File: src/rtl/assert_macros.svh
// Assertion macros shared by the blend RTL.
`ifndef ASSERT_MACROS_SVH
`define ASSERT_MACROS_SVH

// Property checked on every clock edge outside reset.
`define ASSERT_ALWAYS(label, clk, rst_n, prop, msg) \
    label: assert property (@(posedge clk) disable iff (!rst_n) (prop)) else $error(msg);

// Same-cycle implication checked outside reset.
`define ASSERT_IMPL(label, clk, rst_n, ante, cons, msg) \
    label: assert property (@(posedge clk) disable iff (!rst_n) (ante) |-> (cons)) \
        else $error(msg);

// Next-cycle implication checked outside reset.
`define ASSERT_NEXT(label, clk, rst_n, ante, cons, msg) \
    label: assert property (@(posedge clk) disable iff (!rst_n) (ante) |=> (cons)) \
        else $error(msg);

`endif

File: src/rtl/mlrb_pkg.sv
// Shared constants and types of the masked layer replace blend.
package mlrb_pkg;

    localparam int CHANNEL_BITS_DEF = 16;
    localparam int NUM_LANES        = 3;
    localparam int NUM_IN_FIELDS    = 9;
    localparam int NUM_OUT_FIELDS   = 4;
    localparam int AFFECT_BITS      = 4;
    localparam int ALPHA_CH         = 3;
    localparam int FRONT_STAGES     = 5;

    // Configuration register indexes
    typedef enum logic {
        REG_OPACITY,
        REG_AFFECT
    } t_reg_index;

    // Per-request control that travels beside the color lanes
    typedef struct packed {
        logic valid;
        logic force_use;
    } t_blend_ctl;

endpackage

File: src/rtl/mlrb_merge.sv
// Merge stage: per-channel affect selection and two-entry output skid buffer.
`include "assert_macros.svh"

module mlrb_merge
    import mlrb_pkg::*;
#(
    parameter int CHANNEL_BITS = CHANNEL_BITS_DEF
) (
    input  logic                    i_clk,
    input  logic                    i_rst_n,
    input  logic                    i_push,
    input  logic                    i_force_use,
    input  logic [AFFECT_BITS-1:0]  i_affect,
    input  logic [CHANNEL_BITS-1:0] i_blend [0:NUM_LANES-1],
    input  logic [CHANNEL_BITS-1:0] i_bottom [0:NUM_LANES-1],
    input  logic [CHANNEL_BITS-1:0] i_alpha,
    input  logic [CHANNEL_BITS-1:0] i_bottom_alpha,
    output logic                    o_full,
    output logic                    o_m_axis_tvalid,
    input  logic                    i_m_axis_tready,
    // out_red, out_green, out_blue, out_alpha from bit 0 up, zero padded
    output logic [((NUM_OUT_FIELDS*CHANNEL_BITS+7)/8)*8-1:0] o_m_axis_tdata
);

    localparam int W        = CHANNEL_BITS;
    localparam int WORD     = NUM_OUT_FIELDS * CHANNEL_BITS;
    localparam int OUT_BITS = ((NUM_OUT_FIELDS * CHANNEL_BITS + 7) / 8) * 8;
    localparam logic [1:0] SKID_DEPTH = 2'd2;

    logic [WORD-1:0] r_mem [0:1];
    logic            r_wr_ptr, r_rd_ptr;
    logic [1:0]      r_count;
    logic [WORD-1:0] n_word;
    logic            n_pop;

    // Drop the blend on channels whose affect bit is clear, unless the force flag keeps a color lane
    always_comb begin
        n_word = '0;
        for (int ch = 0; ch < NUM_LANES; ch++) begin
            n_word[ch*W +: W] = (i_affect[ch] || i_force_use) ? i_blend[ch] : i_bottom[ch];
        end
        n_word[ALPHA_CH*W +: W] = i_affect[ALPHA_CH] ? i_alpha : i_bottom_alpha;
    end

    assign n_pop = o_m_axis_tvalid && i_m_axis_tready;

    // Hold finished requests until the sink takes them
    always_ff @(posedge i_clk) begin
        if (!i_rst_n) begin
            r_wr_ptr <= 1'b0;
            r_rd_ptr <= 1'b0;
            r_count  <= '0;
        end else begin
            if (i_push) begin
                r_wr_ptr <= ~r_wr_ptr;
            end
            if (n_pop) begin
                r_rd_ptr <= ~r_rd_ptr;
            end
            r_count <= r_count + 2'(i_push) - 2'(n_pop);
        end
    end

    always_ff @(posedge i_clk) begin
        if (i_push) begin
            r_mem[r_wr_ptr] <= n_word;
        end
    end

    assign o_full          = (r_count == SKID_DEPTH);
    assign o_m_axis_tvalid = (r_count != '0);
    assign o_m_axis_tdata  = OUT_BITS'(r_mem[r_rd_ptr]);

    `ASSERT_IMPL(a_no_push_when_full, i_clk, i_rst_n, i_push, r_count != SKID_DEPTH, "push into full skid buffer")
    `ASSERT_NEXT(a_push_keeps_data, i_clk, i_rst_n, i_push && !n_pop, r_count != '0, "pushed request lost")

endmodule

File: config.mk
export PLATFORM = sky130hd
export DESIGN_NAME = mlrb_merge
export DESIGN_NICKNAME = d
export VERILOG_FILES = /design/src/rtl/mlrb_pkg.sv /design/src/rtl/mlrb_merge.sv
export VERILOG_INCLUDE_DIRS = /design/src /design/src/rtl
export SDC_FILE = /design/constraint.sdc
export NUM_CORES = 1
export LEC_CHECK = 0
export ABC_AREA = 0
export BUFFER_PORTS_ARGS = -buffer_cell sky130_fd_sc_hd__buf_2
export CAP_MARGIN = 10
export CELL_PAD_IN_SITES_DETAIL_PLACEMENT = 1
export CELL_PAD_IN_SITES_GLOBAL_PLACEMENT = 2
export CORE_MARGIN = 4
export CORE_UTILIZATION = 37
export DETAILED_ROUTE_END_ITERATION = 6
export PLACE_DENSITY = 0.9
export SYNTH_ARGS = -nofsm -noshare
export SYNTH_HDL_FRONTEND = slang
export SYNTH_SLANG_ARGS = --single-unit
File: constraint.sdc
create_clock -name i_clk -period 9.5 [get_ports i_clk]
set_input_delay 1.9 -clock i_clk [delete_from_list [all_inputs] [get_ports i_clk]]
set_output_delay 1.9 -clock i_clk [all_outputs]
set_load 0.03 [all_outputs]
# Yosys cells after proc, flatten, opt, wreduce, memory -nomap -nowiden
# Memory sizes are Yosys's and may differ from the RTL's. A register that Yosys moved wholly into a read port is not among the register bits.
# Cells that the tools add are included.
dict set report totals {
  ff_bits 4
  latchBits 0
  memories 1
  rom_bits 0
  ramBits 128
  word_cells 22
}
# name depth width rd rd_clocked_by_memory_dff write_ports line
set mem_list {}
lappend mem_list {r_mem 2 64 1 1 1 mlrb_merge.sv:30} ;# logic [WORD-1:0] r_mem [0:1];
dict set report op_classes {
  shift 0
  n_eq_ne 1
  multipliers 0
  n_addsub 2
  magnitude_cmp 0
  muxes 8
  bitwise 2
  reduce_logical 5
  n_div 0
}
# op n
set op_table {}
lappend op_table {{$mux 16} 4}
lappend op_table {{$mux 1} 4}
lappend op_table {{$logic_or 1x1->1} 3}
lappend op_table {{$add 2x1->2} 1}
lappend op_table {{$eq 2x2->1 const B} 1}
lappend op_table {{$not 1->1} 2}
lappend op_table {{$reduce_bool 2->1} 1}
lappend op_table {{$sub 2x1->2} 1}
lappend op_table {{$logic_and 1x1->1} 1}

# Logic depth before layout (Yosys ltp)
dict set report logic_depth {
  word_depth 4
  ltp_mapped 6
}

# Worst setup path after synthesis
# Ideal clock, no wire load.
dict set report synth_timing {
  path_kind {input -> register}
  startpoint {input i_push}
  endpoint {memory r_mem[0][0] in the netlist's numbering, enable pin}
  path_slack_ps 4260
  required_time_ps 9005
  stages 1
  arrival_ps 4745
  path_cell_list {nor2b_1}
}
dict set report synth_between {
  elab_chain_cells 2
}
# element line
set synth_rtl {}
lappend synth_rtl {{from (decl)} mlrb_merge.sv:11} ;# input logic i_push,
lappend synth_rtl {{$mux 1} mlrb_merge.sv:65} ;# if (i_push) begin
lappend synth_rtl {{$mux 1 (not written as such)} mlrb_merge.sv:66} ;# r_mem[r_wr_ptr] <= n_word;
lappend synth_rtl {{to (decl)} mlrb_merge.sv:30}
# No other way between the ends.

==> results.yml <==
setup_path:
  reg2reg_to: "r_mem[1][12]$_DFFE_PP_"
  required_ns: 7.60
  path_class: "reg -> out"
  critical_path.top_delay_family: "flip-flops"
  cp-start-kind: "flop"
  setup.reg_to_reg.worst_slack_ns: 7.44
  cp-end-kind: "primary output"
  critical-path-max-stage-delay_ns: 0.75
  worst_r2r_path_depth: 2
  critical_path_peak_fanout: 38
  critical_path.cell_chain: "buf_4 -> mux2_2 -> buf_2"
  r2r-start: "r_wr_ptr$_SDFFE_PN0P_"
  worst-endpoint-arrival_ns: 2.35
  path_buf_inv: 2
  critical-path-slowest-cell: "sky130_fd_sc_hd__dfxtp_2"
clock_network:
  cts_max_level: 4
  cts-root-buf: "sky130_fd_sc_hd__clkbuf_16"
  max-clock-path-buffers: 2
  ctsResizeCount: 0
  cts_tree: "done"
  number_of_cts_inserted_buffers: 17
  clk_latency_ns: 0.40
  cts_num_sinks: 133
  cts_post_setup_buffers_inserted: 0
  clk_pin_slew_worst_paths_ns: 0.05
  postCtsHoldBufs: 0
status:
  status: "finished clean"
sta:
  achievable-frequency_mhz: 235
  hold_viol: 0
  finalSetupViolations: 0
  maxSlewViolCount: 0
  final_period_minus_worst_setup_slack_ns: 4.25
  setup_repair_after_global_routing_missed_its_margin: "false"
  worst_clock_skew_ns: 0.00551
  worst_slew_pin_slew_ns: 0.977
  fin_tns_setup_ns: 0
  final.period_utilization: 0.448
  slew_headroom: 0.347
cells_and_area:
  filler_cell_count: 1469
  stdcell_area_um2: 7460
  final_nets: 645
  area_growth_syn_to_layout_pct: 32.6
  drive_gt1_frac: 0.713
  post_layout_instance_count_excluding_filler_cells: 703
  num_antenna_cells: 0
synth:
  post_synth_xor_area_fraction: 0.00401
  postSynthNetCount: 433
  synth_compound_gate_area_share: 0.00267
  synth_cell_types: 17
  main_combinational_cell_family_by_area_after_synthesis: "multiplexers"
  synth_adder_area_share: 0.00445
  synth-seq-cells: 133
  sequential_element_share_of_the_synthesized_area: 0.701
  synthesis.instances: 294
  netlist.top_cell.by_area: "sky130_fd_sc_hd__edfxtp_1"
  netlist_area_um2: 5620
  synth-warning-count: 0
  post_synth_mux_area_share: 0.260
  synthTopCellsByArea: "sky130_fd_sc_hd__edfxtp_1 (68%), sky130_fd_sc_hd__mux2_2 (26%), sky130_fd_sc_hd__dfxtp_1 (1.8%)"
  synth-simple-area-share: 0.0129
  synth_top_area_share: 0.684
  synth_area_per_cell_um2: 19.1
floorplanning:
  die_w_um: 131
  num_rows: 44
  die-height_um: 131
  effective_utilization_at_floorplan: 0.383
  core-area_um2: 14700
  io_pins: 203
  floorplan.die_area_um2: 17200
grt:
  grt_pass1_wl_um: 20200
  global_route.usage.total: 0.149
  via_count_of_the_first_global_routing_pass: 3831
  globalRoute.totalOverflow: 0
  grt_antenna_before_repair: 0
  grt_start_max_net_pins: 39
power:
  p_leak_nw: 2.91
  p_per_area_nw_per_um2: 245
  vdd.ir_drop.worst_mv: 0.119
worst_hold_path:
  min_path_cells: 2
  holdPathEnd: "r_rd_ptr$_SDFFE_PN0P_"
  holdCritStartpoint: "r_rd_ptr$_SDFFE_PN0P_"
  timing.hold.worst.class: "reg -> reg"
place:
  placedInstanceArea_um2: 6820
  placed_cells_incl_taps: 671
  count_of_buffers_inserted_at_the_top_level_ports: 202
  detailedPlacementHpwl_um: 9340
  finalWeightedCongestion: 0.740
detailed_routing:
  detail-route-antenna-nets: 0
  wl_um: 12700
  route.detailed.vias_per_inst: 4.71
  drt-pass1-iter-count: 4
  initialDrtViolationCount: 169
  drt_drc_violations_left: 0
  num_vias: 3313
  detail_route.wl_per_cell_um: 18.1
flow_run:
  maxCapViolCount: 0
cells in the final DEF (no fill, tap or decap), drive strengths merged:
| cell | netlist | final |
|---|---|---|
| clkbuf | 0 | 17 |
| o21a | 2 | 2 |
| nand2 | 1 | 1 |
| and2 | 2 | 2 |
| ha | 2 | 2 |
| edfxtp | 128 | 128 |
| buf | 12 | 205 |
| xnor3 | 1 | 1 |
| clkinvlp | 0 | 4 |
| or2 | 1 | 1 |
| nor2b | 4 | 4 |
| inv | 2 | 2 |
| nand2b | 1 | 1 |
| dfxtp | 5 | 5 |
| clkinv | 0 | 6 |
| mux2 | 128 | 128 |
| mux2i | 2 | 2 |
| bufinv | 0 | 5 |
| nor2 | 3 | 3 |
sequential cells by signal (all words and copies together) (netlist names), named ones only:
name and cells:
r_wr_ptr 1, r_mem 128, r_count 2, r_rd_ptr 1
layer usage:
| metal | vias to the layer above | share of wire | wire length [um] | track usage |
|---|---|---|---|---|
| met5 | - | 0 | 0 | 0 |
| met4 | 0 | 0.014 | 175 | 0.0548 |
| met3 | 14 | 0.072 | 923 | 0.0520 |
| met2 | 130 | 0.53 | 6720 | 0.267 |
| met1 | 1593 | 0.39 | 4920 | 0.163 |
| li1 | 1576 | - | - | - |
synth_stat cells:
library cell               count
sky130_fd_sc_hd__edfxtp_1    128
sky130_fd_sc_hd__mux2_2      128
sky130_fd_sc_hd__buf_2         9
sky130_fd_sc_hd__dfxtp_1       5
sky130_fd_sc_hd__nor2b_1       4
sky130_fd_sc_hd__nor2_2        3
sky130_fd_sc_hd__and2_1        2
sky130_fd_sc_hd__buf_6         2
sky130_fd_sc_hd__ha_1          2
sky130_fd_sc_hd__inv_1         2
sky130_fd_sc_hd__mux2i_1       2
sky130_fd_sc_hd__o21a_1        2
sky130_fd_sc_hd__buf_4         1
sky130_fd_sc_hd__nand2_1       1
sky130_fd_sc_hd__nand2b_1      1
sky130_fd_sc_hd__or2_2         1
sky130_fd_sc_hd__xnor3_1       1
layout make-up:
cell class / instances / area (um2) / area share
Sequential cell: 133 / 3950 / 0.529
Timing Repair Buffer: 205 / 1030 / 0.139
Tap cell: 184 / 230 / 0.0309
Clock buffer: 17 / 425 / 0.0570
Clock inverter: 15 / 211 / 0.0284
Inverter: 2 / 7.51 / 0.00101
Multi-Input combinational cell: 147 / 1610 / 0.215
worst max-delay path by stage:
stage                       from                    end  slack, ns  cells past startpoint
after detailed placement    flop     o_m_axis_tdata[63]       5.62                      3
after floorplan           i_push  r_mem[0][0]$_DFFE_PP_       4.26                      1
after CTS                   flop     o_m_axis_tdata[63]       5.17                      3
after global routing        flop     o_m_axis_tdata[63]       5.09                      3
final                       flop     o_m_axis_tdata[63]       5.25                      3
after global placement      flop     o_m_axis_tdata[63]       5.62                      3
through the flow:
stage	setup slack (ns)	util	total power [W]	hold slack (ns)
global placement	5.62	0.464	0.00114	0.456
finish	5.25	0.507	0.00183	0.512
floorplan	4.26	-	0.00103	0.452
global route	5.09	0.507	0.00191	0.541
CTS	5.17	0.507	0.00186	0.514
detailed placement	5.62	0.464	0.00116	0.508
power breakdown:
| group | leakage [nW] | internal, W | switching (W) | total, W |
|---|---|---|---|---|
| combinational | 1.37 | 0.000172 | 0.000249 | 0.000421 |
| clock | 0.300 | 0.000462 | 0.000231 | 0.000693 |
| sequential | 1.24 | 0.000691 | 0.0000258 | 0.000717 |
kinds of logic after synthesis:
kind of cell             Yosys count
multiplexers                     130
AND/OR/NAND/NOR                   12
flip-flops                       133
XOR/XNOR                           1
buffers and inverters             14
adder cells (fa/ha/maj)            2
AO/OA/AOI/OAI                      2
worst min-delay path, stage by stage (launching register included):
cell and delay, ns:
sky130_fd_sc_hd__dfxtp_1 0.31, sky130_fd_sc_hd__nand2_1 0.08, sky130_fd_sc_hd__mux2i_1 0.07
Power figures use the tool's default switching activity.
