## src/rtl/assert_macros.svh

```systemverilog
// Assertion macros shared by the blend RTL.
`ifndef ASSERT_MACROS_SVH
`define ASSERT_MACROS_SVH

// Property checked on every clock edge outside reset.
`define ASSERT_ALWAYS(label, clk, rst_n, prop, msg) \
    label: assert property (@(posedge clk) disable iff (!rst_n) (prop)) else $error(msg);

// Same-cycle implication checked outside reset.
`define ASSERT_IMPL(label, clk, rst_n, ante, cons, msg) \
    label: assert property (@(posedge clk) disable iff (!rst_n) (ante) |-> (cons)) \
        else $error(msg);

// Next-cycle implication checked outside reset.
`define ASSERT_NEXT(label, clk, rst_n, ante, cons, msg) \
    label: assert property (@(posedge clk) disable iff (!rst_n) (ante) |=> (cons)) \
        else $error(msg);

`endif

```

## src/rtl/mlrb_pkg.sv

```systemverilog
// Shared constants and types of the masked layer replace blend.
package mlrb_pkg;

    localparam int CHANNEL_BITS_DEF = 16;
    localparam int NUM_LANES        = 3;
    localparam int NUM_IN_FIELDS    = 9;
    localparam int NUM_OUT_FIELDS   = 4;
    localparam int AFFECT_BITS      = 4;
    localparam int ALPHA_CH         = 3;
    localparam int FRONT_STAGES     = 5;

    // Configuration register indexes
    typedef enum logic {
        REG_OPACITY,
        REG_AFFECT
    } t_reg_index;

    // Per-request control that travels beside the color lanes
    typedef struct packed {
        logic valid;
        logic force_use;
    } t_blend_ctl;

endpackage

```

## src/rtl/mlrb_front.sv

```systemverilog
// Front end: effective mask, blended alpha and divider operands for the color lanes.
`include "assert_macros.svh"

module mlrb_front
    import mlrb_pkg::*;
#(
    parameter int CHANNEL_BITS = CHANNEL_BITS_DEF
) (
    input  logic                      i_clk,
    input  logic                      i_rst_n,
    input  logic                      i_en,
    input  logic                      i_valid,
    input  logic [CHANNEL_BITS-1:0]   i_top [0:3],
    input  logic [CHANNEL_BITS-1:0]   i_bottom [0:3],
    input  logic [CHANNEL_BITS-1:0]   i_mask_level,
    input  logic [CHANNEL_BITS-1:0]   i_opacity,
    output t_blend_ctl                o_ctl,
    output logic [CHANNEL_BITS-1:0]   o_top [0:NUM_LANES-1],
    output logic [CHANNEL_BITS-1:0]   o_bottom [0:NUM_LANES-1],
    output logic [CHANNEL_BITS-1:0]   o_bottom_alpha,
    output logic [CHANNEL_BITS-1:0]   o_alpha,
    output logic [2*CHANNEL_BITS-1:0] o_weight,
    output logic [2*CHANNEL_BITS-1:0] o_denom
);

    localparam int W  = CHANNEL_BITS;
    localparam int W1 = CHANNEL_BITS + 1;
    localparam int W2 = 2 * CHANNEL_BITS;
    localparam logic [W-1:0]  FULL    = {W{1'b1}};
    localparam logic [W2-1:0] HALF    = {{W1{1'b0}}, {(W - 1){1'b1}}};
    localparam logic [W2-1:0] FULL_SQ = W2'(FULL) * W2'(FULL);

    // floor(y / FULL) for y below FULL * 2^W: fold the high half back onto the low half
    function automatic logic [W-1:0] div_full(input logic [W2-1:0] y);
        logic [W-1:0] q0;
        logic [W:0]   rem;
        logic [W:0]   q;
        q0  = y[W2-1:W];
        rem = {1'b0, y[W-1:0]} + {1'b0, q0};
        q   = {1'b0, q0} + W1'(rem >= {1'b0, FULL}) + W1'(rem >= {FULL, 1'b0});
        return q[W-1:0];
    endfunction

    logic [FRONT_STAGES-1:0] r_valid;
    logic [W-1:0]  r_top_d [0:FRONT_STAGES-1][0:3];
    logic [W-1:0]  r_bot_d [0:FRONT_STAGES-1][0:3];
    logic [W2-1:0] r_p1;
    logic [W-1:0]  r_m2, r_mc2;
    logic [W2-1:0] r_wb3, r_wt3;
    logic [W-1:0]  r_m3;
    logic [W2-1:0] r_anum4, r_wt4;
    logic [W-1:0]  r_m4;
    logic          r_bz4, r_tz4;
    logic [W2-1:0] r_weight5, r_denom5;
    logic [W-1:0]  r_alpha5;
    logic          r_force5;
    logic [W2-1:0] n_weight, n_denom;
    logic          n_force;

    // Track which stages hold a request
    always_ff @(posedge i_clk) begin
        if (!i_rst_n) begin
            r_valid <= '0;
        end else if (i_en) begin
            r_valid <= {r_valid[FRONT_STAGES-2:0], i_valid};
        end
    end

    // Pick divider operands, including the zero-alpha limit cases
    always_comb begin
        n_force = 1'b0;
        if (r_anum4 != '0) begin
            n_weight = r_wt4;
            n_denom  = r_anum4;
        end else if (r_bz4 && r_tz4) begin
            // both alphas clear: plain lerp by the mask
            n_weight = W2'(r_m4);
            n_denom  = W2'(FULL);
        end else if (r_bz4) begin
            // bottom alpha and mask both zero: keep bottom in every channel
            n_weight = '0;
            n_denom  = W2'(FULL);
            n_force  = 1'b1;
        end else begin
            // full mask over a clear top: take top
            n_weight = W2'(FULL);
            n_denom  = W2'(FULL);
        end
    end

    // Advance the arithmetic stages
    always_ff @(posedge i_clk) begin
        if (i_en) begin
            r_top_d[0] <= i_top;
            r_bot_d[0] <= i_bottom;
            for (int s = 1; s < FRONT_STAGES; s++) begin
                r_top_d[s] <= r_top_d[s-1];
                r_bot_d[s] <= r_bot_d[s-1];
            end
            r_p1      <= W2'(i_mask_level) * W2'(i_opacity);
            r_m2      <= div_full(r_p1 + HALF);
            r_mc2     <= FULL - div_full(r_p1 + HALF);
            r_wb3     <= W2'(r_bot_d[1][ALPHA_CH]) * W2'(r_mc2);
            r_wt3     <= W2'(r_top_d[1][ALPHA_CH]) * W2'(r_m2);
            r_m3      <= r_m2;
            r_anum4   <= r_wb3 + r_wt3;
            r_wt4     <= r_wt3;
            r_m4      <= r_m3;
            r_bz4     <= (r_bot_d[2][ALPHA_CH] == '0);
            r_tz4     <= (r_top_d[2][ALPHA_CH] == '0);
            r_alpha5  <= div_full(r_anum4 + HALF);
            r_weight5 <= n_weight;
            r_denom5  <= n_denom;
            r_force5  <= n_force;
        end
    end

    assign o_ctl.valid     = r_valid[FRONT_STAGES-1];
    assign o_ctl.force_use = r_force5;
    assign o_bottom_alpha  = r_bot_d[FRONT_STAGES-1][ALPHA_CH];
    assign o_alpha         = r_alpha5;
    assign o_weight        = r_weight5;
    assign o_denom         = r_denom5;

    always_comb begin
        for (int ch = 0; ch < NUM_LANES; ch++) begin
            o_top[ch]    = r_top_d[FRONT_STAGES-1][ch];
            o_bottom[ch] = r_bot_d[FRONT_STAGES-1][ch];
        end
    end

    `ASSERT_IMPL(a_alpha_num_bound, i_clk, i_rst_n, r_valid[3], r_anum4 <= FULL_SQ, "alpha numerator above full scale")
    `ASSERT_IMPL(a_weight_le_denom, i_clk, i_rst_n, o_ctl.valid, o_weight <= o_denom, "lane weight exceeds denominator")
    `ASSERT_IMPL(a_denom_nonzero, i_clk, i_rst_n, o_ctl.valid, o_denom != '0, "lane denominator is zero")

endmodule

```

## config.mk

```make
export PLATFORM = sky130hd
export DESIGN_NAME = mlrb_front
export DESIGN_NICKNAME = d
export VERILOG_FILES = /design/src/rtl/mlrb_pkg.sv /design/src/rtl/mlrb_front.sv
export VERILOG_INCLUDE_DIRS = /design/src /design/src/rtl
export SDC_FILE = /design/constraint.sdc
export NUM_CORES = 2
export LEC_CHECK = 0
export BUFFER_PORTS_ARGS = -buffer_cell sky130_fd_sc_hd__buf_2
export CORE_UTILIZATION = 62
export DETAILED_ROUTE_END_ITERATION = 6
export PLACE_DENSITY_LB_ADDON = 0.05
export SYNTH_ARGS = -nofsm -noshare
export SYNTH_HDL_FRONTEND = slang
export SYNTH_SLANG_ARGS = --single-unit
```

## constraint.sdc

```tcl
create_clock -name i_clk -period 11.3 [get_ports i_clk]
set_clock_uncertainty 0.15 [all_clocks]
set_input_delay 2.26 -clock i_clk [delete_from_list [all_inputs] [get_ports i_clk]]
set_output_delay 2.26 -clock i_clk [all_outputs]
set_load 0.02 [all_outputs]
```

## Word level (Yosys, flattened, before mapping)

Memory sizes are Yosys's and may differ from the RTL's.
Cells that the tools add are included.

| cells by class | value |
|---|---|
| $add $sub $neg | 10 |
| multipliers | 3 |
| $lt $le $gt $ge | 4 |
| mux-type cells | 6 |
| reductions and logical operators | 5 |

Operators with widths:

| cell | count |
|---|---|
| multiplier 16 x 16 -> 32 bit | 3 |
| adder 16 x 1 -> 16 bit | 4 |
| adder 32 x 15 -> 32 bit, second input constant | 2 |
| adder 16 x 16 -> 17 bit | 2 |
| >= comparator 17 x 16 -> 1 bit, second input constant | 2 |
| >= comparator 17 bit, second input constant | 2 |
| adder 32 bit | 1 |
| zero test 16 bit | 2 |
| 2-to-1 mux 16 bit | 2 |
| 2-to-1 mux 32 bit | 1 |
| nonzero test 32 bit | 1 |
| subtractor 16 bit, first input constant | 1 |
| 2-to-1 mux 1 bit | 3 |
| OR reduction 2 bit | 1 |
| logical AND 1 bit | 1 |

| storage, ports and cells | value |
|---|---|
| register bits after elaboration | 312 |
| memory bits (writable) | 640 |
| input bits | 164 |
| output and inout port bits | 194 |
| word-level logic and storage cells | 46 |
| memories kept | 2 |

Memory list:

| memory | depth | bits a word | rd ports | clocked after memory_dff | write ports | RTL line | source |
|---|---|---|---|---|---|---|---|
| r_bot_d | 5 | 64 | 5 | 0 | 5 | mlrb_front.sv:46 | `logic [W-1:0] r_bot_d [0:FRONT_STAGES-1][0:3];` |
| r_top_d | 5 | 64 | 5 | 0 | 5 | mlrb_front.sv:45 | `logic [W-1:0] r_top_d [0:FRONT_STAGES-1][0:3];` |

## Longest topological paths before layout

| logic depth | value |
|---|---|
| depth in word-level cells | 6 |
| mapped depth | 26 |
| gate-level depth less buffers | 25 |

## Worst setup path before layout

No wires, ideal clock.

| timing | value |
|---|---|
| kind | input-to-reg |
| from | input port i_mask_level[11] |
| to | register r_p1[31], data pin |
| setup time | 0.260 ns |
| arrival | 8.137 ns |
| data required time | 10.890 ns |
| path slack | 2.753 ns |
| stages on the path | 22 |
| buffers on the path | 1 |
| path through | clkbuf_1 nand2_1 fa_1 inv_1 fa_1 inv_1 fa_1 fa_1 inv_1 fa_1 fa_1 ha_1 a21oi_1 nand2_1 a221o_1 a221oi_1 a22oi_1 a41oi_1 o311ai_1 a21o_1 a21oi_1 xnor2_1 |

| between the ends | value |
|---|---|
| cells in the longest elaborated chain, start to end | 1 |

Ends and longest elaborated chain:

| what | RTL line | source |
|---|---|---|
| start: declaration | mlrb_front.sv:15 | `input logic [CHANNEL_BITS-1:0] i_mask_level,` |
| multiplier 16 x 16 -> 32 bit | mlrb_front.sv:100 | `r_p1 <= W2'(i_mask_level) * W2'(i_opacity);` |
| end signal: assignment | mlrb_front.sv:100 |  |
| end: declaration | mlrb_front.sv:47 | `logic [W2-1:0] r_p1;` |

No other way between the ends.
A chain may end at the register's enable or synchronous reset.

## Worst setup path after layout

| timing | value |
|---|---|
| from | input port i_mask_level[10] |
| to | register r_p1[31], data pin |

Same word-level chain as after synthesis.

==> impl_metrics.json <==
{
  "synth_cells": 4714,
  "timing.critical_path.arrival_ns": 8.76,
  "critical_path.reg2reg.endpoint": "r_wb3[25]",
  "initial_core_utilization_pct": 62.52,
  "worstSetupStartpointType": "input port",
  "die_h_um": 308.8,
  "routed-via-count": 34561,
  "path_clk_slew_ns": 0.06,
  "setup_violations": 0,
  "period_share_pct": 75.15,
  "drt-met1-wl_mm": 47.99,
  "area_growth_syn_to_layout_pct": 10.54,
  "initial_antenna_violation_count": 5,
  "grt_max_degree": 195,
  "number_of_max_cap_violations": 0,
  "crit-reg2reg-launch": "r_mc2[5]",
  "crit_path_end_kind": "flip-flop",
  "holdCritStartpoint": "r_bot_d[3][58]",
  "number_of_different_library_cells_in_the_post_synthesis_netlist": 81,
  "critical_path_peak_fanout": 16,
  "detail-route-antenna-nets": 0,
  "synth.yosys.warnings": 0,
  "design.portCount": 358,
  "num-nets-final": 6166,
  "design.die.area_mm2": 0.09535,
  "synth_area_per_cell_um2": 12.38,
  "synth-edff-count": 915,
  "hold_buffers": 0,
  "worst-r2r-cell-count": 19,
  "first_global_vias": 35235,
  "clock-sinks": 920,
  "share_of_final_layout_standard_cells_stronger_than_drive_strength_1_pct": 10.60,
  "netlist_area_before_placement_mm2": 0.05835,
  "drt-pass1-iter-count": 6,
  "floorplan.core_area_mm2": 0.09333,
  "routed_via_density": 5.423,
  "hold_path_class": "reg2reg",
  "report.final.slew_viol_count": 0,
  "post_cts.repair.setup_buffers": 0,
  "met3RoutedLength_mm": 6.722,
  "cp.required_ns": 11.56,
  "status": "completed",
  "cts_buffers": 90,
  "count_of_endpoints_failing_hold_in_the_final_timing_report": 0,
  "hold-path-endpoint": "r_bot_d[4][58]",
  "post-route-min-period_ns": 8.492,
  "route.detailed.wl_per_inst_um": 18.52,
  "tritoncts": "built",
  "row_count": 112,
  "clock-root-buffer": "sky130_fd_sc_hd__clkbuf_16",
  "worstSkewPairLatency_ns": 0.67,
  "cts_max_level": 3,
  "met2RoutedLength_mm": 60.27,
  "ys.flop_type": "sky130_fd_sc_hd__edfxtp_1",
  "ys_ff_latch": 920,
  "grtUsageTotal_pct": 25.42,
  "finalSetupTns_ns": 0,
  "async_flop_share_pct": 0,
  "grt_pass1_wl_mm": 186.4,
  "dieWidth_um": 308.8,
  "setup.reg_to_reg.worst_slack_ns": 3.76,
  "unrepaired_setup_endpoints_after_global_routing": "no",
  "top_layer_used": "met5",
  "tightest_slew_ns": 1.126,
  "drt_wl_total_mm": 118.0,
  "max_clock_freq_mhz": 117.8,
  "violation_count_after_the_first_detailed_route_iteration": 2221,
  "clk_path_buf_depth": 3,
  "portBuffers": 357,
  "drc": 0,
  "slew-limit-headroom_pct": 24.91,
  "gr-total-overflow": 0,
  "gpl.final_weighted_congestion": 0.9175,
  "mappedNetlistNets": 5841,
  "criticalPathCategory": "in2reg",
  "cts-resized-gates": 0,
  "hpwl_mm": 89.64,
  "hold_path_depth": 0,
  "share_of_synthesized_area_occupied_by_flip_flops_and_latches_pct": 47.26
}
-- flip-flops by register name, summed over array words and instances, names as in the netlist --
signal and flops:
r_bot_d 320, r_top_d 288, o_denom 32, o_weight 32, r_anum4 32, r_p1 32, r_wb3 32, r_wt3 32
r_wt4 32, o_alpha 16, r_m2 16, r_m3 16, r_m4 16, r_mc2 16, r_valid 5, r_bz4 1
r_force5 1, r_tz4 1
-- worst max-delay path by stage --
| stage | to | depth (start not counted) | start |
|---|---|---|---|
| floorplan | r_p1[31] | 22 | i_mask_level[11] |
| global placement | r_p1[31] | 22 | i_mask_level[11] |
| detailed placement | r_p1[31] | 22 | i_mask_level[11] |
| CTS | r_p1[31] | 22 | i_mask_level[11] |
| global route | r_p1[31] | 22 | i_mask_level[10] |
| finish | r_p1[31] | 22 | i_mask_level[10] |
-- per-stage QoR --
step	utilization (%)	hold slack (ns)	cell area (um^2)	cells	setup WS [ns]
detailed placement	65.73	0.2545	61340	6201	2.136
global placement	65.73	0.2501	61340	6201	2.223
finish	69.11	0.2430	64500	6373	2.808
global route	69.11	0.2510	64500	6371	2.394
floorplan	-	0.2503	58350	4714	2.753
CTS	69.10	0.2309	64490	6368	2.856
-- synthesized netlist by cell type, drive strengths merged (18+ instances only) --
library cell    n  area [um^2]
xnor2         154         1356
nor4           23        143.9
nand2b         25        156.4
and3           18        112.6
fa            587        11750
inv           802         3010
nand4          22        143.9
nor2          107        401.6
xor2           63        551.8
a21boi         22        165.2
nand2         609         2288
o21ai          76        380.4
nor3           38        190.2
a21o           56        420.4
clkbuf        137        514.2
edfxtp        915        27480
o21bai         20        150.1
ha            376         4705
a21oi         110        554.3
and2          296         1854
nand3          50        255.3
-- cell type report --
class,count,area [um^2]
fill,6818,28830
sequential,920,27580
multi-input combinational,2852,27230
inverter,802,3010
clock buffer,102,2307
timing repair buffer,373,1954
tap,1254,1569
clock inverter,65,840.8
antenna,5,12.51
-- critical path: stages --
cell and delay [ns]:
sky130_fd_sc_hd__buf_2 0.30, sky130_fd_sc_hd__nand2_1 0.13, sky130_fd_sc_hd__fa_1 0.51, sky130_fd_sc_hd__inv_1 0.05, sky130_fd_sc_hd__fa_1 0.52, sky130_fd_sc_hd__inv_1 0.06
sky130_fd_sc_hd__fa_1 0.48, sky130_fd_sc_hd__fa_1 0.55, sky130_fd_sc_hd__inv_1 0.05, sky130_fd_sc_hd__fa_1 0.49, sky130_fd_sc_hd__fa_1 0.42, sky130_fd_sc_hd__ha_1 0.37
sky130_fd_sc_hd__a21oi_1 0.22, sky130_fd_sc_hd__nand2_1 0.12, sky130_fd_sc_hd__a221o_1 0.38, sky130_fd_sc_hd__a221oi_1 0.48, sky130_fd_sc_hd__a22oi_1 0.26, sky130_fd_sc_hd__a41oi_1 0.47
sky130_fd_sc_hd__o311ai_1 0.21, sky130_fd_sc_hd__a21o_1 0.19, sky130_fd_sc_hd__a21oi_1 0.16, sky130_fd_sc_hd__xnor2_1 0.08
-- layer usage --
metal / global-route usage (%) / up-vias
li1: - / 16156
met1: 32.65 / 17194
met2: 44.48 / 1012
met3: 3.933 / 197
met4: 7.844 / 2
met5: 0 / -
-- layout by cell type, fill, tap and decap left out, drive strengths merged, types with 102 or more instances in the layout --
cell type    n
and2       296
xnor2      154
ha         376
edfxtp     915
inv        809
nor2       107
a21oi      110
nand2      609
fa         587
buf        373
clkbuf     102
-- logic make-up after synthesis --
logic type | share of synthesized area (%)
simple gates | 10.50
fa+ha+maj | 28.24
buf+inv | 6.075
flops | 47.26
compound gates | 4.503
xor+xnor | 3.270
mux | 0.1544
Power is not shown: default switching activity piles up to over one toggle a cycle in this logic, so the estimate is an artifact.
